[config.mk]
export PLATFORM = sky130hd
export DESIGN_NAME = multi_channel_led_fader
export DESIGN_NICKNAME = d
export VERILOG_FILES = /design/src/mclf_pkg.sv /design/src/multi_channel_led_fader.sv /design/src/mclf_front.sv /design/src/mclf_queue.sv /design/src/mclf_div.sv /design/src/mclf_back.sv
export SDC_FILE = /design/constraint.sdc
export NUM_CORES = 1
export LEC_CHECK = 0
export BUFFER_PORTS_ARGS = -buffer_cell sky130_fd_sc_hd__buf_2
export CAP_MARGIN = 15
export CORE_UTILIZATION = 50
export CTS_CLUSTER_DIAMETER = 150
export DETAILED_ROUTE_END_ITERATION = 10
export PLACE_DENSITY = 0.72
export SYNTH_ARGS = -nofsm -noshare
export SYNTH_HDL_FRONTEND = slang
export SYNTH_SLANG_ARGS = --single-unit
[constraint.sdc]
create_clock -name clk_i -period 23.1 [get_ports clk_i]
set_input_delay 2.31 -clock clk_i [delete_from_list [all_inputs] [get_ports clk_i]]
set_output_delay 2.31 -clock clk_i [all_outputs]
set_load 0.02 [all_outputs]
[src/mclf_pkg.sv]
// Shared types and constants of the multi-channel LED fader.
// Used by every module of the block; depends on nothing.
`default_nettype none

package mclf_pkg;

  localparam int CHANNELS = 8;
  localparam int CH_W     = (CHANNELS > 1) ? $clog2(CHANNELS) : 1;
  localparam int LVL_W    = 16;
  localparam int CFG_W    = 16;
  localparam int OCH_W    = 3;
  localparam int MS_TO_US = 1000;
  // widest step delay: longest fade time in microseconds
  localparam int DLY_W    = $clog2(((2 ** CFG_W) - 1) * MS_TO_US + 1);
  localparam int Q_DEPTH  = 2;

  // input opcodes
  localparam logic [2:0] OP_SET    = 3'd0;
  localparam logic [2:0] OP_START  = 3'd1;
  localparam logic [2:0] OP_ALLOFF = 3'd2;
  localparam logic [2:0] OP_TICK   = 3'd3;
  localparam logic [2:0] OP_APPLY  = 3'd4;

  // configuration register indexes
  localparam logic [1:0] REG_FADE_TIME  = 2'd0;
  localparam logic [1:0] REG_FALLBACK   = 2'd1;
  localparam logic [1:0] REG_STEP_LIMIT = 2'd2;

  localparam logic [CFG_W-1:0] FADE_TIME_RST  = CFG_W'(0);
  localparam logic [CFG_W-1:0] FALLBACK_RST   = CFG_W'(1000);
  localparam logic [CFG_W-1:0] STEP_LIMIT_RST = CFG_W'(1000);

  typedef enum logic [2:0] {
    CMD_SET,
    CMD_START,
    CMD_ALLOFF,
    CMD_TICK,
    CMD_APPLY
  } cmd_e;

  typedef struct packed {
    cmd_e              op;
    logic [CH_W-1:0]   chan;
    logic [LVL_W-1:0]  level;
  } cmd_t;

  typedef struct packed {
    logic [CFG_W-1:0] fade_time_ms;
    logic [CFG_W-1:0] fallback_step_delay_us;
    logic [CFG_W-1:0] step_limit;
  } cfg_t;

  typedef struct packed {
    logic [OCH_W-1:0] chan;
    logic [LVL_W-1:0] duty;
    logic             last;
    logic             fade_done;
  } beat_t;

endpackage

`default_nettype wire

[src/multi_channel_led_fader.sv]
// Top level of the multi-channel LED fader: configuration registers and the
// front end, command queue and fade engine. Depends on mclf_pkg, mclf_front, mclf_queue and mclf_back.
//
// Usage:
//   Input channel (in_valid_i / in_stall_o): one beat carries opcode_i, channel_i
//   and level_i. Opcodes: set target, start fade, all off and fade, one-microsecond
//   tick, apply directly. A beat enters a two-entry queue; in_stall_o rises only
//   when that queue is full, so input keeps flowing while results wait.
//   Output channel (out_valid_o / out_stall_i): one beat per PWM duty write, with
//   last_o on the final beat caused by an input beat and fade_done_o on every beat
//   of the run that writes all targets at the end of a fade.
//   Configuration (cfg_valid_i / cfg_ready_o): cfg_index_i selects fade time,
//   fallback step delay or step limit; cfg_ready_o is always high.
// Sequence: a set target or a counting tick is handled in the idle state. A start walks
//   the channels for the largest gap, then, with a nonzero fade time, runs a
//   one-bit-per-cycle divider, then a step walk of the channels. A step or target
//   run walks the channels in order.
// Reset: all levels, targets and fade state clear; registers take 0, 1000, 1000.
// A stalled output beat holds; the engine waits, and the queue fills behind it.
`default_nettype none

module multi_channel_led_fader (
  input  wire logic                        clk_i,
  input  wire logic                        rst_ni,
  input  wire logic                        in_valid_i,
  output logic                             in_stall_o,
  input  wire logic [2:0]                  opcode_i,
  input  wire logic [2:0]                  channel_i,
  input  wire logic [mclf_pkg::LVL_W-1:0]  level_i,
  output logic                             out_valid_o,
  input  wire logic                        out_stall_i,
  output logic [mclf_pkg::OCH_W-1:0]       out_channel_o,
  output logic [mclf_pkg::LVL_W-1:0]       duty_o,
  output logic                             last_o,
  output logic                             fade_done_o,
  input  wire logic                        cfg_valid_i,
  output logic                             cfg_ready_o,
  input  wire logic [1:0]                  cfg_index_i,
  input  wire logic [mclf_pkg::CFG_W-1:0]  cfg_data_i
);

  mclf_pkg::cfg_t  cfg_q, cfg_d;
  mclf_pkg::cmd_t  push_cmd, pop_cmd;
  mclf_pkg::beat_t beat;
  logic            push, q_full, q_empty, pop;

  assign cfg_ready_o = 1'b1;

  always_comb begin
    cfg_d = cfg_q;
    if (cfg_valid_i) begin
      unique case (cfg_index_i)
        mclf_pkg::REG_FADE_TIME:  cfg_d.fade_time_ms           = cfg_data_i;
        mclf_pkg::REG_FALLBACK:   cfg_d.fallback_step_delay_us = cfg_data_i;
        mclf_pkg::REG_STEP_LIMIT: cfg_d.step_limit             = cfg_data_i;
        default: ;
      endcase
    end
  end

  always_ff @(posedge clk_i or negedge rst_ni) begin
    if (!rst_ni) begin
      cfg_q.fade_time_ms           <= mclf_pkg::FADE_TIME_RST;
      cfg_q.fallback_step_delay_us <= mclf_pkg::FALLBACK_RST;
      cfg_q.step_limit             <= mclf_pkg::STEP_LIMIT_RST;
    end else begin
      cfg_q <= cfg_d;
    end
  end

  mclf_front u_front (
    .in_valid_i (in_valid_i),
    .in_stall_o (in_stall_o),
    .opcode_i   (opcode_i),
    .channel_i  (channel_i),
    .level_i    (level_i),
    .q_full_i   (q_full),
    .push_o     (push),
    .cmd_o      (push_cmd)
  );

  mclf_queue u_queue (
    .clk_i   (clk_i),
    .rst_ni  (rst_ni),
    .push_i  (push),
    .cmd_i   (push_cmd),
    .full_o  (q_full),
    .pop_i   (pop),
    .empty_o (q_empty),
    .cmd_o   (pop_cmd)
  );

  mclf_back u_back (
    .clk_i       (clk_i),
    .rst_ni      (rst_ni),
    .cmd_i       (pop_cmd),
    .empty_i     (q_empty),
    .pop_o       (pop),
    .cfg_i       (cfg_q),
    .out_valid_o (out_valid_o),
    .out_stall_i (out_stall_i),
    .beat_o      (beat)
  );

  assign out_channel_o = beat.chan;
  assign duty_o        = beat.duty;
  assign last_o        = beat.last;
  assign fade_done_o   = beat.fade_done;

endmodule

`default_nettype wire

[src/mclf_front.sv]
// Front end: accepts input beats, decodes the opcode and drops unknown opcodes and out-of-range sets.
// Depends on mclf_pkg.
`default_nettype none

module mclf_front (
  input  wire logic                      in_valid_i,
  output logic                           in_stall_o,
  input  wire logic [2:0]                opcode_i,
  input  wire logic [2:0]                channel_i,
  input  wire logic [mclf_pkg::LVL_W-1:0] level_i,
  input  wire logic                      q_full_i,
  output logic                           push_o,
  output mclf_pkg::cmd_t                 cmd_o
);

  logic keep;

  assign in_stall_o = q_full_i;

  always_comb begin
    keep         = 1'b1;
    cmd_o.op     = mclf_pkg::CMD_TICK;
    cmd_o.chan   = mclf_pkg::CH_W'(channel_i);
    cmd_o.level  = level_i;
    unique case (opcode_i)
      mclf_pkg::OP_SET: begin
        cmd_o.op = mclf_pkg::CMD_SET;
        keep     = 32'(channel_i) < 32'(mclf_pkg::CHANNELS);
      end
      mclf_pkg::OP_START:  cmd_o.op = mclf_pkg::CMD_START;
      mclf_pkg::OP_ALLOFF: cmd_o.op = mclf_pkg::CMD_ALLOFF;
      mclf_pkg::OP_TICK:   cmd_o.op = mclf_pkg::CMD_TICK;
      mclf_pkg::OP_APPLY:  cmd_o.op = mclf_pkg::CMD_APPLY;
      default:             keep = 1'b0;
    endcase
  end

  // drop unknown opcodes and out-of-range channels at the door
  assign push_o = in_valid_i && !q_full_i && keep;

endmodule

`default_nettype wire

[src/mclf_queue.sv]
// Short command queue between the front end and the fade engine.
// Depends on mclf_pkg.
`default_nettype none

module mclf_queue (
  input  wire logic           clk_i,
  input  wire logic           rst_ni,
  input  wire logic           push_i,
  input  mclf_pkg::cmd_t      cmd_i,
  output logic                full_o,
  input  wire logic           pop_i,
  output logic                empty_o,
  output mclf_pkg::cmd_t      cmd_o
);

  localparam int PTR_W = (mclf_pkg::Q_DEPTH > 1) ? $clog2(mclf_pkg::Q_DEPTH) : 1;
  localparam int CNT_W = $clog2(mclf_pkg::Q_DEPTH + 1);

  mclf_pkg::cmd_t   mem_q [mclf_pkg::Q_DEPTH];
  logic [PTR_W-1:0] wr_ptr_q, wr_ptr_d, rd_ptr_q, rd_ptr_d;
  logic [CNT_W-1:0] cnt_q, cnt_d;
  logic             do_push, do_pop;

  assign full_o  = cnt_q == CNT_W'(mclf_pkg::Q_DEPTH);
  assign empty_o = cnt_q == '0;
  assign do_push = push_i && !full_o;
  assign do_pop  = pop_i && !empty_o;
  assign cmd_o   = mem_q[rd_ptr_q];

  always_comb begin
    wr_ptr_d = wr_ptr_q;
    rd_ptr_d = rd_ptr_q;
    cnt_d    = cnt_q;
    if (do_push) begin
      wr_ptr_d = (wr_ptr_q == PTR_W'(mclf_pkg::Q_DEPTH - 1)) ? '0 : wr_ptr_q + 1'b1;
    end
    if (do_pop) begin
      rd_ptr_d = (rd_ptr_q == PTR_W'(mclf_pkg::Q_DEPTH - 1)) ? '0 : rd_ptr_q + 1'b1;
    end
    if (do_push && !do_pop) begin
      cnt_d = cnt_q + 1'b1;
    end else if (do_pop && !do_push) begin
      cnt_d = cnt_q - 1'b1;
    end
  end

  always_ff @(posedge clk_i or negedge rst_ni) begin
    if (!rst_ni) begin
      wr_ptr_q <= '0;
      rd_ptr_q <= '0;
      cnt_q    <= '0;
    end else begin
      wr_ptr_q <= wr_ptr_d;
      rd_ptr_q <= rd_ptr_d;
      cnt_q    <= cnt_d;
    end
  end

  always_ff @(posedge clk_i) begin
    if (do_push) begin
      mem_q[wr_ptr_q] <= cmd_i;
    end
  end

endmodule

`default_nettype wire

[src/mclf_div.sv]
// Restoring divider for the step delay, one quotient bit per cycle.
// Depends on mclf_pkg.
`default_nettype none

module mclf_div (
  input  wire logic                       clk_i,
  input  wire logic                       rst_ni,
  input  wire logic                       start_i,
  input  wire logic [mclf_pkg::DLY_W-1:0] dividend_i,
  input  wire logic [mclf_pkg::LVL_W-1:0] divisor_i,
  output logic                            done_o,
  output logic [mclf_pkg::DLY_W-1:0]      quotient_o
);

  localparam int DW    = mclf_pkg::DLY_W;
  localparam int LW    = mclf_pkg::LVL_W;
  localparam int CNT_W = $clog2(DW + 1);

  logic [LW-1:0]    rem_q, rem_d;
  logic [DW-1:0]    quo_q, quo_d;
  logic [LW-1:0]    dvs_q, dvs_d;
  logic [CNT_W-1:0] cnt_q, cnt_d;
  logic             busy_q, busy_d, done_q, done_d;
  logic [LW:0]      shifted, trial;
  logic             fits;

  assign shifted    = {rem_q, quo_q[DW-1]};
  assign trial      = shifted - {1'b0, dvs_q};
  assign fits       = shifted >= {1'b0, dvs_q};
  assign done_o     = done_q;
  assign quotient_o = quo_q;

  always_comb begin
    rem_d  = rem_q;
    quo_d  = quo_q;
    dvs_d  = dvs_q;
    cnt_d  = cnt_q;
    busy_d = busy_q;
    done_d = 1'b0;
    if (start_i) begin
      rem_d  = '0;
      quo_d  = dividend_i;
      dvs_d  = divisor_i;
      cnt_d  = CNT_W'(DW);
      busy_d = 1'b1;
    end else if (busy_q) begin
      rem_d = fits ? trial[LW-1:0] : shifted[LW-1:0];
      quo_d = {quo_q[DW-2:0], fits};
      cnt_d = cnt_q - 1'b1;
      if (cnt_q == CNT_W'(1)) begin
        busy_d = 1'b0;
        done_d = 1'b1;
      end
    end
  end

  always_ff @(posedge clk_i or negedge rst_ni) begin
    if (!rst_ni) begin
      cnt_q  <= '0;
      busy_q <= 1'b0;
      done_q <= 1'b0;
    end else begin
      cnt_q  <= cnt_d;
      busy_q <= busy_d;
      done_q <= done_d;
    end
  end

  always_ff @(posedge clk_i) begin
    rem_q <= rem_d;
    quo_q <= quo_d;
    dvs_q <= dvs_d;
  end

endmodule

`default_nettype wire

[src/mclf_back.sv]
// Fade engine: holds channel levels, runs fades and writes duty beats.
// Depends on mclf_pkg and mclf_div.
`default_nettype none

module mclf_back (
  input  wire logic      clk_i,
  input  wire logic      rst_ni,
  input  mclf_pkg::cmd_t cmd_i,
  input  wire logic      empty_i,
  output logic           pop_o,
  input  mclf_pkg::cfg_t cfg_i,
  output logic           out_valid_o,
  input  wire logic      out_stall_i,
  output mclf_pkg::beat_t beat_o
);

  localparam int CH = mclf_pkg::CHANNELS;
  localparam int CW = mclf_pkg::CH_W;
  localparam int LW = mclf_pkg::LVL_W;
  localparam int DW = mclf_pkg::DLY_W;

  localparam logic [2:0] S_IDLE = 3'd0;
  localparam logic [2:0] S_GAP  = 3'd1;
  localparam logic [2:0] S_DIV  = 3'd2;
  localparam logic [2:0] S_STEP = 3'd3;
  localparam logic [2:0] S_TGT  = 3'd4;

  logic [2:0]    state_q, state_d;
  logic [LW-1:0] cur_q [CH];
  logic [LW-1:0] cur_d [CH];
  logic [LW-1:0] tgt_q [CH];
  logic [LW-1:0] tgt_d [CH];
  logic          fading_q, fading_d;
  logic [LW-1:0] steps_q, steps_d;
  logic [DW-1:0] delay_q, delay_d;
  logic [DW-1:0] count_q, count_d;
  logic [CW-1:0] idx_q, idx_d;
  logic [LW-1:0] gap_q, gap_d;
  logic [CH-1:0] mask_q, mask_d;
  logic          done_q, done_d;
  logic          out_valid_q, out_valid_d;
  mclf_pkg::beat_t beat_q, beat_d;

  logic          emit, slot_free, idx_last, begin_fade, fade_go;
  logic [CH-1:0] mask_c;
  logic [LW-1:0] cur_sel, tgt_sel, diff, gap_nx, moved;
  logic [DW-1:0] cnt_inc, dividend, quotient;
  logic          div_start, div_done;

  mclf_div u_div (
    .clk_i      (clk_i),
    .rst_ni     (rst_ni),
    .start_i    (div_start),
    .dividend_i (dividend),
    .divisor_i  (gap_nx),
    .done_o     (div_done),
    .quotient_o (quotient)
  );

  always_comb begin
    for (int c = 0; c < CH; c++) begin
      mask_c[c] = cur_q[c] != tgt_q[c];
    end
  end

  assign cur_sel   = cur_q[idx_q];
  assign tgt_sel   = tgt_q[idx_q];
  assign diff      = (cur_sel > tgt_sel) ? cur_sel - tgt_sel : tgt_sel - cur_sel;
  assign gap_nx    = (diff > gap_q) ? diff : gap_q;
  assign moved     = (cur_sel < tgt_sel) ? cur_sel + 1'b1 : cur_sel - 1'b1;
  assign slot_free = !out_valid_q || !out_stall_i;
  assign idx_last  = idx_q == CW'(CH - 1);
  assign cnt_inc   = count_q + 1'b1;
  assign dividend  = DW'(cfg_i.fade_time_ms) * DW'(mclf_pkg::MS_TO_US);
  assign out_valid_o = out_valid_q;
  assign beat_o      = beat_q;

  always_comb begin
    state_d    = state_q;
    cur_d      = cur_q;
    tgt_d      = tgt_q;
    fading_d   = fading_q;
    steps_d    = steps_q;
    delay_d    = delay_q;
    count_d    = count_q;
    idx_d      = idx_q;
    gap_d      = gap_q;
    mask_d     = mask_q;
    done_d     = done_q;
    pop_o      = 1'b0;
    emit       = 1'b0;
    beat_d     = beat_q;
    div_start  = 1'b0;
    begin_fade = 1'b0;
    fade_go    = 1'b0;

    unique case (state_q)
      S_IDLE: begin
        if (!empty_i) begin
          pop_o = 1'b1;
          if (fading_q) begin
            // only ticks count while a fade runs
            if (cmd_i.op == mclf_pkg::CMD_TICK) begin
              if (cnt_inc < delay_q) begin
                count_d = cnt_inc;
              end else begin
                count_d = '0;
                if (steps_q >= cfg_i.step_limit || mask_c == '0) begin
                  fading_d = 1'b0;
                  state_d  = S_TGT;
                  idx_d    = '0;
                  done_d   = 1'b1;
                end else begin
                  state_d = S_STEP;
                  idx_d   = '0;
                  mask_d  = mask_c;
                  steps_d = steps_q + 1'b1;
                end
              end
            end
          end else begin
            unique case (cmd_i.op)
              mclf_pkg::CMD_SET:   tgt_d[cmd_i.chan] = cmd_i.level;
              mclf_pkg::CMD_START: begin_fade = 1'b1;
              mclf_pkg::CMD_ALLOFF: begin
                for (int c = 0; c < CH; c++) begin
                  tgt_d[c] = '0;
                end
                begin_fade = 1'b1;
              end
              mclf_pkg::CMD_TICK: ;
              mclf_pkg::CMD_APPLY: begin
                state_d = S_TGT;
                idx_d   = '0;
                done_d  = 1'b0;
              end
              default: ;
            endcase
            if (begin_fade) begin
              idx_d  = '0;
              done_d = 1'b1;
              if (cfg_i.step_limit == '0) begin
                state_d = S_TGT;
              end else begin
                state_d = S_GAP;
                gap_d   = '0;
              end
            end
          end
        end
      end
      S_GAP: begin
        gap_d = gap_nx;
        if (idx_last) begin
          idx_d = '0;
          if (gap_nx == '0) begin
            state_d = S_TGT;
            done_d  = 1'b1;
          end else if (cfg_i.fade_time_ms != '0) begin
            div_start = 1'b1;
            state_d   = S_DIV;
          end else begin
            delay_d = DW'(cfg_i.fallback_step_delay_us);
            fade_go = 1'b1;
          end
        end else begin
          idx_d = idx_q + 1'b1;
        end
      end
      S_DIV: begin
        if (div_done) begin
          delay_d = quotient;
          fade_go = 1'b1;
        end
      end
      S_STEP: begin
        if (!mask_q[idx_q] || slot_free) begin
          if (mask_q[idx_q]) begin
            cur_d[idx_q]     = moved;
            emit             = 1'b1;
            beat_d.chan      = mclf_pkg::OCH_W'(idx_q);
            beat_d.duty      = moved;
            beat_d.last      = (mask_q >> idx_q) == CH'(1);
            beat_d.fade_done = 1'b0;
          end
          if (idx_last) begin
            state_d = S_IDLE;
          end else begin
            idx_d = idx_q + 1'b1;
          end
        end
      end
      S_TGT: begin
        if (slot_free) begin
          emit             = 1'b1;
          beat_d.chan      = mclf_pkg::OCH_W'(idx_q);
          beat_d.duty      = tgt_sel;
          beat_d.last      = idx_last;
          beat_d.fade_done = done_q;
          if (idx_last) begin
            state_d = S_IDLE;
          end else begin
            idx_d = idx_q + 1'b1;
          end
        end
      end
      default: state_d = S_IDLE;
    endcase

    // first step of a new fade; the step counter already counts it
    if (fade_go) begin
      steps_d  = LW'(1);
      count_d  = '0;
      fading_d = 1'b1;
      mask_d   = mask_c;
      idx_d    = '0;
      state_d  = S_STEP;
    end

    if (emit) begin
      out_valid_d = 1'b1;
    end else begin
      out_valid_d = out_valid_q && out_stall_i;
    end
  end

  always_ff @(posedge clk_i or negedge rst_ni) begin
    if (!rst_ni) begin
      state_q     <= S_IDLE;
      for (int c = 0; c < CH; c++) begin
        cur_q[c] <= '0;
        tgt_q[c] <= '0;
      end
      fading_q    <= 1'b0;
      steps_q     <= '0;
      delay_q     <= '0;
      count_q     <= '0;
      idx_q       <= '0;
      gap_q       <= '0;
      mask_q      <= '0;
      done_q      <= 1'b0;
      out_valid_q <= 1'b0;
    end else begin
      state_q     <= state_d;
      cur_q       <= cur_d;
      tgt_q       <= tgt_d;
      fading_q    <= fading_d;
      steps_q     <= steps_d;
      delay_q     <= delay_d;
      count_q     <= count_d;
      idx_q       <= idx_d;
      gap_q       <= gap_d;
      mask_q      <= mask_d;
      done_q      <= done_d;
      out_valid_q <= out_valid_d;
    end
  end

  always_ff @(posedge clk_i) begin
    if (emit) begin
      beat_q <= beat_d;
    end
  end

endmodule

`default_nettype wire

### After elaboration in Yosys (flattened, before gate mapping)

Memory sizes are Yosys's and may differ from the RTL's.
Cells that the tools add are included.

* add/sub/neg operators: 13
* $mul: 1
* div/mod/pow operators: 0
* order comparisons: 11
* equal/unequal tests: 54
* shift operators: 1
* mux-type cells: 136
* bitwise logic cells: 4
* reduce and logical (&&, ||, !) cells: 54

Operators with widths (count)
* 16-bit two-way mux: 21
* 26-bit two-way mux: 12
* 128-bit bitwise mux: 2
* 128-bit case mux with 2 select lines: 1
* 16-bit inequality test: 8
* 16-bit binary-select mux with 3-bit select: 2
* 16-bit demux with 3-bit select: 2
* 3-bit two-way mux: 26
* 21-bit two-way mux: 3
* 8-bit two-way mux: 7
* 26-bit case mux with 2 select lines: 1
* 16-bit subtractor: 3
* 1-bit two-way mux: 46
* 21-bit case mux with 2 select lines: 1
* 16-bit by 1-bit adder with 16-bit output (second input constant): 2
* 16-bit greater-than comparator: 2
* 16-bit zero test: 2
* 16-bit case mux with 2 select lines: 1
* 26-bit by 1-bit adder with 26-bit output (second input constant): 1
* 26-bit less-than comparator: 1
* 3-bit case mux with 4 select lines: 2
* 16-bit by 7-bit multiplier with 23-bit output (second input constant): 1
* 3-bit by 2-bit equality test with 1-bit output (second input constant): 6
* 2-bit by 1-bit inequality test with 1-bit output (second input constant): 9
* other kinds (52): 112

* register bits: 495
* bits in latches: 0
* RAM bits: 44
* memory bits (read-only): 0
* output and inout port bits: 24
* logic and storage cells: 318
* memories kept: 1

Memory list
* u_queue.mem_q: words 2, bits a word 22, rd ports 1, clocked after Yosys merged registers in 0, write ports 1, RTL line mclf_queue.sv:19 `mclf_pkg::cmd_t mem_q [mclf_pkg::Q_DEPTH];`

### Longest topological paths before layout

Gate-level depths: netlist of the first run.

* depth in word-level cells: 14
* depth in mapped cells: 37
* depth with buffers taken out: 30

### Cells and area by module

A second synthesis of the first run with hierarchy kept.

* cells, all modules: 3099
* area total of the unflattened synthesis: 31981.9 sq um

By module, submodules not included
* mclf_back: instances 1, cells each 2567, area each 24574.8 sq um, sequential area each 9564.2 sq um
* mclf_div: instances 1, cells each 316, area each 3588.4 sq um, sequential area each 1756.7 sq um
* multi_channel_led_fader: instances 1, cells each 104, area each 1841.8 sq um, sequential area each 1216.2 sq um
* mclf_queue: instances 1, cells each 87, area each 1788.0 sq um, sequential area each 1421.4 sq um
* mclf_front: instances 1, cells each 25, area each 188.9 sq um, sequential area each 0.0 sq um

### Worst setup path before layout of the first run

OpenSTA, ideal clock, no wires.

* path type: reg-to-reg
* start point: register u_back.idx_q[1]
* end point: register u_back.u_div.quo_q[10], in the netlist u_back.u_div.quotient_o[10] (enable)
* library setup time: 0.418 ns
* arrival time: 8.036 ns
* required time: 22.682 ns
* slack: 14.646 ns
* stages on the path, launching flop included: 35
* path through: dfrtp_1 -> clkbuf_1 -> buf_1 -> and3_1 -> clkbuf_1 -> buf_1 -> a22oi_1 -> and4_1 -> ha_1 -> buf_4 -> o211ai_1 -> o21ai_2 -> a31oi_1 -> o31a_1 -> inv_2 -> buf_2 -> a21oi_1 -> a2bb2o_1 -> or2_2 -> ha_1 -> nand4_1 -> or4_1 -> or2_2 -> o31ai_1 -> buf_2 -> nor2_1 -> nand3_1 -> o221ai_2 -> or3_1 -> or4_4 -> and2_4 -> nand3b_2 -> buf_6 -> buf_4 -> nand2_1

* cells in the longest elaborated chain, start to end: 13

Ends and longest elaborated chain
* start, declared: RTL line mclf_back.sv:37 `logic [CW-1:0] idx_q, idx_d;`
* start signal, assigned: RTL line mclf_back.sv:251 `idx_q <= idx_d;`
* 3-bit NOT with 4-bit output (implied by the code) *: RTL line mclf_back.sv:66, mclf_back.sv:67
* 16-bit binary-select mux with 3-bit select, on equally long branches: RTL line mclf_back.sv:67, mclf_back.sv:66
* 16-bit two-way mux, on equally long branches (2 in a row): RTL line mclf_back.sv:67, mclf_back.sv:66
* 16-bit subtractor or 16-bit greater-than comparator (tied branches): RTL line mclf_back.sv:68 `assign diff = (cur_sel > tgt_sel) ? cur_sel - tgt_sel : tgt_sel - cur_sel;`
* 16-bit two-way mux *: RTL line mclf_back.sv:68
* 16-bit greater-than comparator: RTL line mclf_back.sv:69 `assign gap_nx = (diff > gap_q) ? diff : gap_q;`
* 16-bit two-way mux *: RTL line mclf_back.sv:69
* named net u_back.gap_nx[4]: RTL line mclf_back.sv:46 `logic [LW-1:0] cur_sel, tgt_sel, diff, gap_nx, moved;`
* 16-bit zero test *: RTL line mclf_back.sv:156 `if (gap_nx == '0) begin`
* 1-bit two-way mux *: RTL line mclf_back.sv:156
* 1-bit two-way mux *: RTL line mclf_back.sv:154 `if (idx_last) begin`
* 1-bit two-way mux *: RTL line mclf_back.sv:97 `unique case (state_q)`
* 2-bit nonzero test (no line) *
* end signal, assigned: RTL line mclf_div.sv:71 `quo_q <= quo_d;`
* end, declared: RTL line mclf_div.sv:20 `logic [DW-1:0] quo_q, quo_d;`

Mark *: on every way through the listed nets, which the timed path passes. The rest lies on a longest branch. The select of a mux whose other input is x is not followed.
A chain may end at the register's enable or synchronous reset.

### Final worst setup path of the first run

* start point: register u_back.idx_q[1]
* end point: register u_back.u_div.quo_q[25], in the netlist u_back.u_div.quotient_o[25] (enable)

Same word-level chain as after synthesis.

==> metrics.yaml, run 1 <==
clocking:
  clk_pin_slew_ps: 60
  cts_hold_repair.buffers: 0
  clk_path_buf_depth: 3
  htreeDepth: 2
  post-cts-setup-buffer-count: 0
  cts_buffers: 60
  cts_tree: "yes"
  clkLatencyLatePin_ps: 670
  cts_root_buf: "clkbuf_16"
  cts_resized: 0
  clock_sinks: 539
global_routing:
  overflow: 0
  grt_start_max_net_pins: 164
  track_usage_pct: 29.1
  grt_pass1_wl_um: 143000
  first_global_vias: 23621
  antenna_found_initial: 0
setup_path:
  cp-startpoint: "u_back.idx_q[1]"
  reg2reg_slack_ps: 12600
  r2r_cells: 29
  path_max_fanout: 31
  worstPathArrival_ps: 10640
  r2r-end: "u_back.u_div.quotient_o[25]"
  crit_path_max_incr_delay_ps: 1010
  crit_path_top_delay_cell: "nor3b_2"
  worstReg2RegStart: "u_back.idx_q[1]"
  crit_type: "reg -> reg"
  cp-endpoint: "u_back.u_div.quotient_o[25]"
  end_kind: "flop"
  cp.required_ps: 23250
  cp-start-kind: "flop"
place:
  place.gp.congestion: 1.02
  dp.cells: 3994
  port_buffers: 67
  dp_hpwl_um: 69400
  pre_cts_ws_ps: 12780
finish:
  final_cell_mix: "dfrtp_1, nand2_1, o21ai_0"
  final_common_cell: "dfrtp_1"
  register_area_sq_mm: 0.0139
  area_growth_pct: 9.79
  nets: 3501
  drive_above_1_share_pct: 10.1
  fin_cells: 4109
  diodes: 0
  fill_cells: 5536
  multiInputGateArea_sq_mm: 0.0167
timing:
  post-route-period-util_pct: 45.4
  slew_headroom_pct: 16.4
  maxSlewViolCount: 0
  period_minus_slack_ps: 10500
  hold_violations: 0
  fin_setup_tns_ps: 0
  finClkSkew_ps: 56.7
  whs_ps: 457
  finalWorstSetupSlack_ps: 12600
  finalSetupViolations: 0
  tightest_slew_ps: 1250
  fmax_mhz: 95.3
  rsz0062_at_grt: "no"
routing:
  first_pass_iters: 6
  avgRoutedWirePerCell_um: 22.9
  vias_per_cell: 6.05
  drt_iter0_markers: 2626
  drcViolationCount: 0
  ant_nets: 0
  wirelength_um: 94100
  num_vias: 24859
logic_synthesis:
  synth_top_family_by_area: "compound AO/OA/AOI/OAI gates"
  yosys.area_share.adder_pct: 10.9
  synth_area_leaders: "dfrtp_1, edfxtp_1, ha_1"
  syn_nets: 3502
  synthXorXnorAreaFrac_pct: 6.11
  yosysWarnings: 0
  netlist_area_sq_mm: 0.0319
  synth_edf_count: 104
  syn_area_per_cell_sq_um: 9.94
  synth_top_area_cell: "dfrtp_1"
  synth-simple-area-share_pct: 14.1
  async_flop_share_pct: 77.2
  synth_cells: 3213
  ys_seq_area_share_pct: 43.6
  synthFlopType: "dfrtp_1"
  synth_top_area_share_pct: 31.6
  synthMuxAreaShare_pct: 4.81
  synth_cell_types: 98
  synth_compound_area_share_pct: 16.0
  ys_seq_elements: 539
worst_hold_path:
  min_path_cells: 2
  min_path_type: "reg -> reg"
power_and_ir_drop:
  ir_drop_uv: 145
  p_leak_nw: 16.7
  p_seq_share_pct: 24.1
  power_density_mw_per_mm2: 155
  swShare_pct: 46.8
  power.internal_mw: 2.89
  total_power_mw: 5.44
  power.switching_mw: 2.55
  clockPowerShare_pct: 18.2
  combPwrFrac_pct: 57.7
floorplanning:
  die-area_sq_mm: 0.0649
  std_cell_rows: 92
  core_sq_mm: 0.0631
  die_h_um: 255
  ios: 69
  die_x_um: 255
  initial_core_util_pct: 50.6
run:
  maxCapViolations: 0
status:
  status: "complete, no violations"
==> cell usage after synthesis (all sizes together) (78+ instances only) <==
cell type,n
clkbuf,126
dfrtp,404
a22oi,91
a21oi,129
nor2,135
o21ai,260
a22o,97
edfxtp,104
inv,186
mux2i,78
nand2,401
xor2,165
nand3,132
ha,186
==> area by class of cell <==
class,count,area share (%)
Sequential cell,539,39.7
Clock inverter,27,0.988
Inverter,186,2.00
Tap cell,846,3.02
Timing Repair Buffer,102,1.81
Multi-Input combinational cell,2323,47.5
Clock buffer,86,4.94
==> power groups by stage <==
stage | clock, mW | sequential [mW] | combinational [mW]
2_1_floorplan | 0 | 1.27 | 2.24
3_3_place_gp | 0 | 1.32 | 3.04
3_5_place_dp | 0 | 1.32 | 3.05
4_1_cts | 1.01 | 1.30 | 3.09
5_1_grt | 1.04 | 1.32 | 3.43
6_report | 0.991 | 1.31 | 3.14
==> state kept, by name (all words and copies together), names as in the netlist, 2 cells and up <==
signal	count
u_back.mask_q	8
u_back.idx_q	3
u_back.u_div.rem_q	16
u_back.gap_q	16
u_back.u_div.quotient_o	26
u_queue.mem_q	44
u_back.cur_q	128
u_back.delay_q	26
u_back.state_q	3
u_queue.cnt_q	2
u_back.count_q	26
u_back.beat_o	21
u_back.steps_q	16
u_back.u_div.cnt_q	5
u_back.u_div.dvs_q	16
cfg_q	48
u_back.tgt_q	128
==> worst min path at each step <==
stage	endpoint	slack (ps)	from
after floorplan	u_back.u_div.rem_q[15]	430	u_back.u_div.rem_q[15]
after global placement	u_back.u_div.rem_q[15]	440	u_back.u_div.rem_q[15]
after detailed placement	u_back.u_div.rem_q[15]	450	u_back.u_div.rem_q[15]
after CTS	u_back.u_div.rem_q[15]	460	u_back.u_div.rem_q[15]
after global routing	u_back.u_div.rem_q[15]	490	u_back.u_div.rem_q[15]
final	u_back.u_div.rem_q[15]	460	u_back.u_div.rem_q[15]
==> critical path: cells and delay by family, from the launching register on <==
family / cells / cell delay [ps]
buf+inv: 4 / 950
compound gates: 8 / 2220
simple gates: 14 / 5160
flops: 1 / 710
fa+ha+maj: 3 / 860
==> kinds of logic (layout without fill, tap and decap cells) <==
logic type               Yosys count  in the layout
AO/OA/AOI/OAI                    771            771
XOR/XNOR                         223            223
adder cells (fa/ha/maj)          244            244
buffers and inverters            351            401
flip-flops                       539            539
multiplexers                     140            140
other                              1              1
AND/OR/NAND/NOR                  944            944
==> routing by layer <==
| layer | share of wire (%) | vias up | track usage (%) |
|---|---|---|---|
| met1 | 44 | 12213 | 41.1 |
| met5 | 0 | - | 0 |
| met3 | 7.5 | 225 | 5.19 |
| met2 | 44 | 976 | 43.9 |
| li1 | - | 11445 | - |
| met4 | 4.8 | 0 | 12.9 |
==> through the flow <==
| stage | instance area, sq um | utilization [%] |
|---|---|---|
| floorplan | 31900 | - |
| detailed placement | 33000 | 52.3 |
| finish | 35100 | 55.6 |
| CTS | 35000 | 55.5 |
| global placement | 33000 | 52.3 |
| global route | 35100 | 55.6 |
Note: power is estimated with default switching activity, not from simulation.
==> run 2: changes to the inputs <==
Settings changed: ABC_AREA from default to 1, PLACE_DENSITY 0.72 to 0.74.
Clock period 23.1 ns to 9.2 ns, I/O delays scaled along.
==> metrics.yaml, run 2 <==
timing:
  maxSlewViolCount: 0  # unchanged
  slew_headroom_pct: 13.9  # was 16.4%
  fin_setup_tns_ps: 0  # unchanged
  post-route-period-util_pct: 92.8  # was 45.4%
  rsz0062_at_grt: "no"  # unchanged
  period_minus_slack_ps: 8530  # was 10,500 ps
  finalSetupViolations: 0  # unchanged
  hold_violations: 0  # unchanged
  finClkSkew_ps: 36.6  # was 56.7 ps
  tightest_slew_ps: 1290  # was 1250 ps
  fmax_mhz: 117  # was 95.3 MHz
  whs_ps: 186  # was 457 ps
setup_path:
  cp.required_ps: 9580  # was 23,250 ps
  crit_path_frequent_cell: "nand2_1"
  cp-start-kind: "flop"  # unchanged
  end_kind: "flop"  # unchanged
  crit_path_top_delay_cell: "o21ai_1"  # was nor3b_2
  path_max_fanout: 40  # was 31
  crit_path_max_incr_delay_ps: 860  # was 1010 ps
  crit_type: "reg -> reg"  # unchanged
  worstPathArrival_ps: 8910  # was 10,640 ps
routing:
  avgRoutedWirePerCell_um: 20.8  # was 22.9 um
  drcViolationCount: 0  # unchanged
  first_pass_iters: 7  # was 6
  num_vias: 28775  # was 24,859
  drt_iter0_markers: 3124  # was 2,626
  wirelength_um: 104000  # was 94,100 um
  vias_per_cell: 5.75  # was 6.05
  ant_nets: 0  # unchanged
global_routing:
  first_global_vias: 27528  # was 23,621
  overflow: 0  # unchanged
  grt_pass1_wl_um: 160000  # was 143,000 um
  track_usage_pct: 31.4  # was 29.1%
  antenna_found_initial: 2  # was 0
  grt_start_max_net_pins: 169  # was 164
floorplanning:
  ios: 69  # unchanged
  std_cell_rows: 93  # was 92
  initial_core_util_pct: 50.6  # about the same
  die_h_um: 258  # was 255 um
  die_x_um: 258  # was 255 um
  core_sq_mm: 0.0646  # was 0.0631 sq mm
  die-area_sq_mm: 0.0664  # was 0.0649 sq mm
logic_synthesis:
  synth_compound_area_share_pct: 13.1  # was 16.0%
  synth_area_leaders: "dfrtp_1, nand2_1, edfxtp_1"  # was dfrtp_1, edfxtp_1, ha_1
  synth_edf_count: 104  # unchanged
  yosys.area_share.adder_pct: 10.7  # was 10.9%
  synth-simple-area-share_pct: 20.4  # was 14.1%
  netlist_area_sq_mm: 0.0327  # was 0.0319 sq mm
  synth_top_family_by_area: "simple AND/OR/NAND/NOR gates"  # was compound AO/OA/AOI/OAI gates
  syn_nets: 4311  # was 3,502
  synthFlopType: "dfrtp_1"  # unchanged
  synth_top_area_share_pct: 30.9  # was 31.6%
  async_flop_share_pct: 77.2  # unchanged
  synth_cells: 4022  # was 3,213
  synth_cell_types: 58  # was 98
  ys_seq_area_share_pct: 42.6  # was 43.6%
  synth_common_cells: "nand2_1, inv_1, dfrtp_1"  # was dfrtp_1, nand2_1, o21ai_0
  yosysWarnings: 0  # unchanged
  synthMuxAreaShare_pct: 0.0306  # was 4.81%
  synth_top_area_cell: "dfrtp_1"  # unchanged
  synthXorXnorAreaFrac_pct: 4.58  # was 6.11%
  syn_area_per_cell_sq_um: 8.13  # was 9.94 sq um
  ys_seq_elements: 539  # unchanged
  yosysMostFrequentCell: "nand2_1"  # was dfrtp_1
clocking:
  htreeDepth: 2  # unchanged
  cts_buffers: 59  # was 60
  cts_root_buf: "clkbuf_16"  # unchanged
  cts_resized: 0  # unchanged
  post-cts-setup-buffer-count: 0  # unchanged
  clkLatencyLatePin_ps: 670  # about the same
  cts_hold_repair.buffers: 0  # unchanged
  clock_sinks: 539  # unchanged
  clk_path_buf_depth: 3  # unchanged
  cts_tree: "yes"  # unchanged
  clk_pin_slew_ps: 70  # was 60 ps
finish:
  nets: 4389  # was 3,501
  area_growth_pct: 10.4  # was 9.79%
  biggestRegsByFlops: "u_back.cur_q: 128 flops, u_back.tgt_q: 128 flops, cfg_q: 48 flops"  # unchanged
  drive_above_1_share_pct: 7.13  # was 10.1%
  fill_cells: 5896  # was 5,536
  multiInputGateArea_sq_mm: 0.0160  # was 0.0167 sq mm
  register_area_sq_mm: 0.0139  # about the same
  final_common_cell: "nand2_1"  # was dfrtp_1
  final_cell_mix: "nand2_1, inv_1, dfrtp_1"  # was dfrtp_1, nand2_1, o21ai_0
place:
  dp_hpwl_um: 79400  # was 69,400 um
  place.gp.congestion: 1.06  # was 1.02
  port_buffers: 67  # unchanged
status:
  status: "complete, no violations"  # unchanged
worst_hold_path:
  min_path_type: "in -> async"  # was reg -> reg
run:
  maxCapViolations: 0  # unchanged
-- run 2: layout make-up --
class,count,share of cell area [%]
Antenna cell,1,0.00693
Clock buffer,81,4.83
Clock inverter,29,0.800
Inverter,624,6.48
Multi-Input combinational cell,2755,44.2
Sequential cell,539,38.6
Tap cell,855,2.96
Timing Repair Buffer,121,2.11
-- run 2: final timing paths --
path / start / endpoint / slack, ps / depth (start not counted)
worst max register to register: u_back.idx_q[0] / u_back.u_div.quotient_o[6] / 670 / 32
min in group clk_i: channel_i[1] / u_queue.mem_q[1][17] / 450 / 1
worst min register to register: u_back.mask_q[0] / u_back.mask_q[0] / 490 / 2
max in group asynchronous: rst_ni / u_back.tgt_q[79] / 6890 / 3
worst max-delay path: u_back.idx_q[0] / u_back.u_div.quotient_o[6] / 670 / 32
worst min-delay path: rst_ni / cfg_q[33] / 190 / 1
-- run 2: cell families after synthesis --
group,after synthesis
other,1
xor gates and xnor gates,171
AOI/OAI and AO/OA,749
DFF,539
adders and majority gates,244
muxes,1
and+or+nand+nor,1589
buffers and inverters,728
-- run 2: through the flow --
step / util [%] / setup WS [ps] / instance area (sq um) / instances
after floorplan: - / 2860 / 32700 / 4022
after global placement: 52.7 / 1160 / 34100 / 4891
after detailed placement: 52.8 / 977 / 34100 / 4892
after CTS: 55.9 / 935 / 36100 / 5002
after global routing: 55.9 / 72.4 / 36100 / 5004
final: 55.9 / 666 / 36100 / 5005
-- run 2: routing by layer --
| layer | wire length, um | vias up | track usage [%] |
|---|---|---|---|
| met5 | 26 | - | 0.214 |
| met4 | 6770 | 2 | 17.8 |
| met3 | 9260 | 385 | 5.84 |
| met2 | 45700 | 1391 | 48.4 |
| met1 | 42300 | 13633 | 41.7 |
| li1 | - | 13364 | - |
-- run 2: critical path: cells and delay by family, from the launching register on --
family,cells,cell delay [ps]
and+or+nand+nor,19,2970
buffers and inverters,7,2040
adders and majority gates,2,560
AOI/OAI and AO/OA,4,2080
DFF,1,590
Power of run 2 is left out: the tool's default activity adds up to more than one toggle a clock period on the data nets, which glitch-free logic cannot reach.
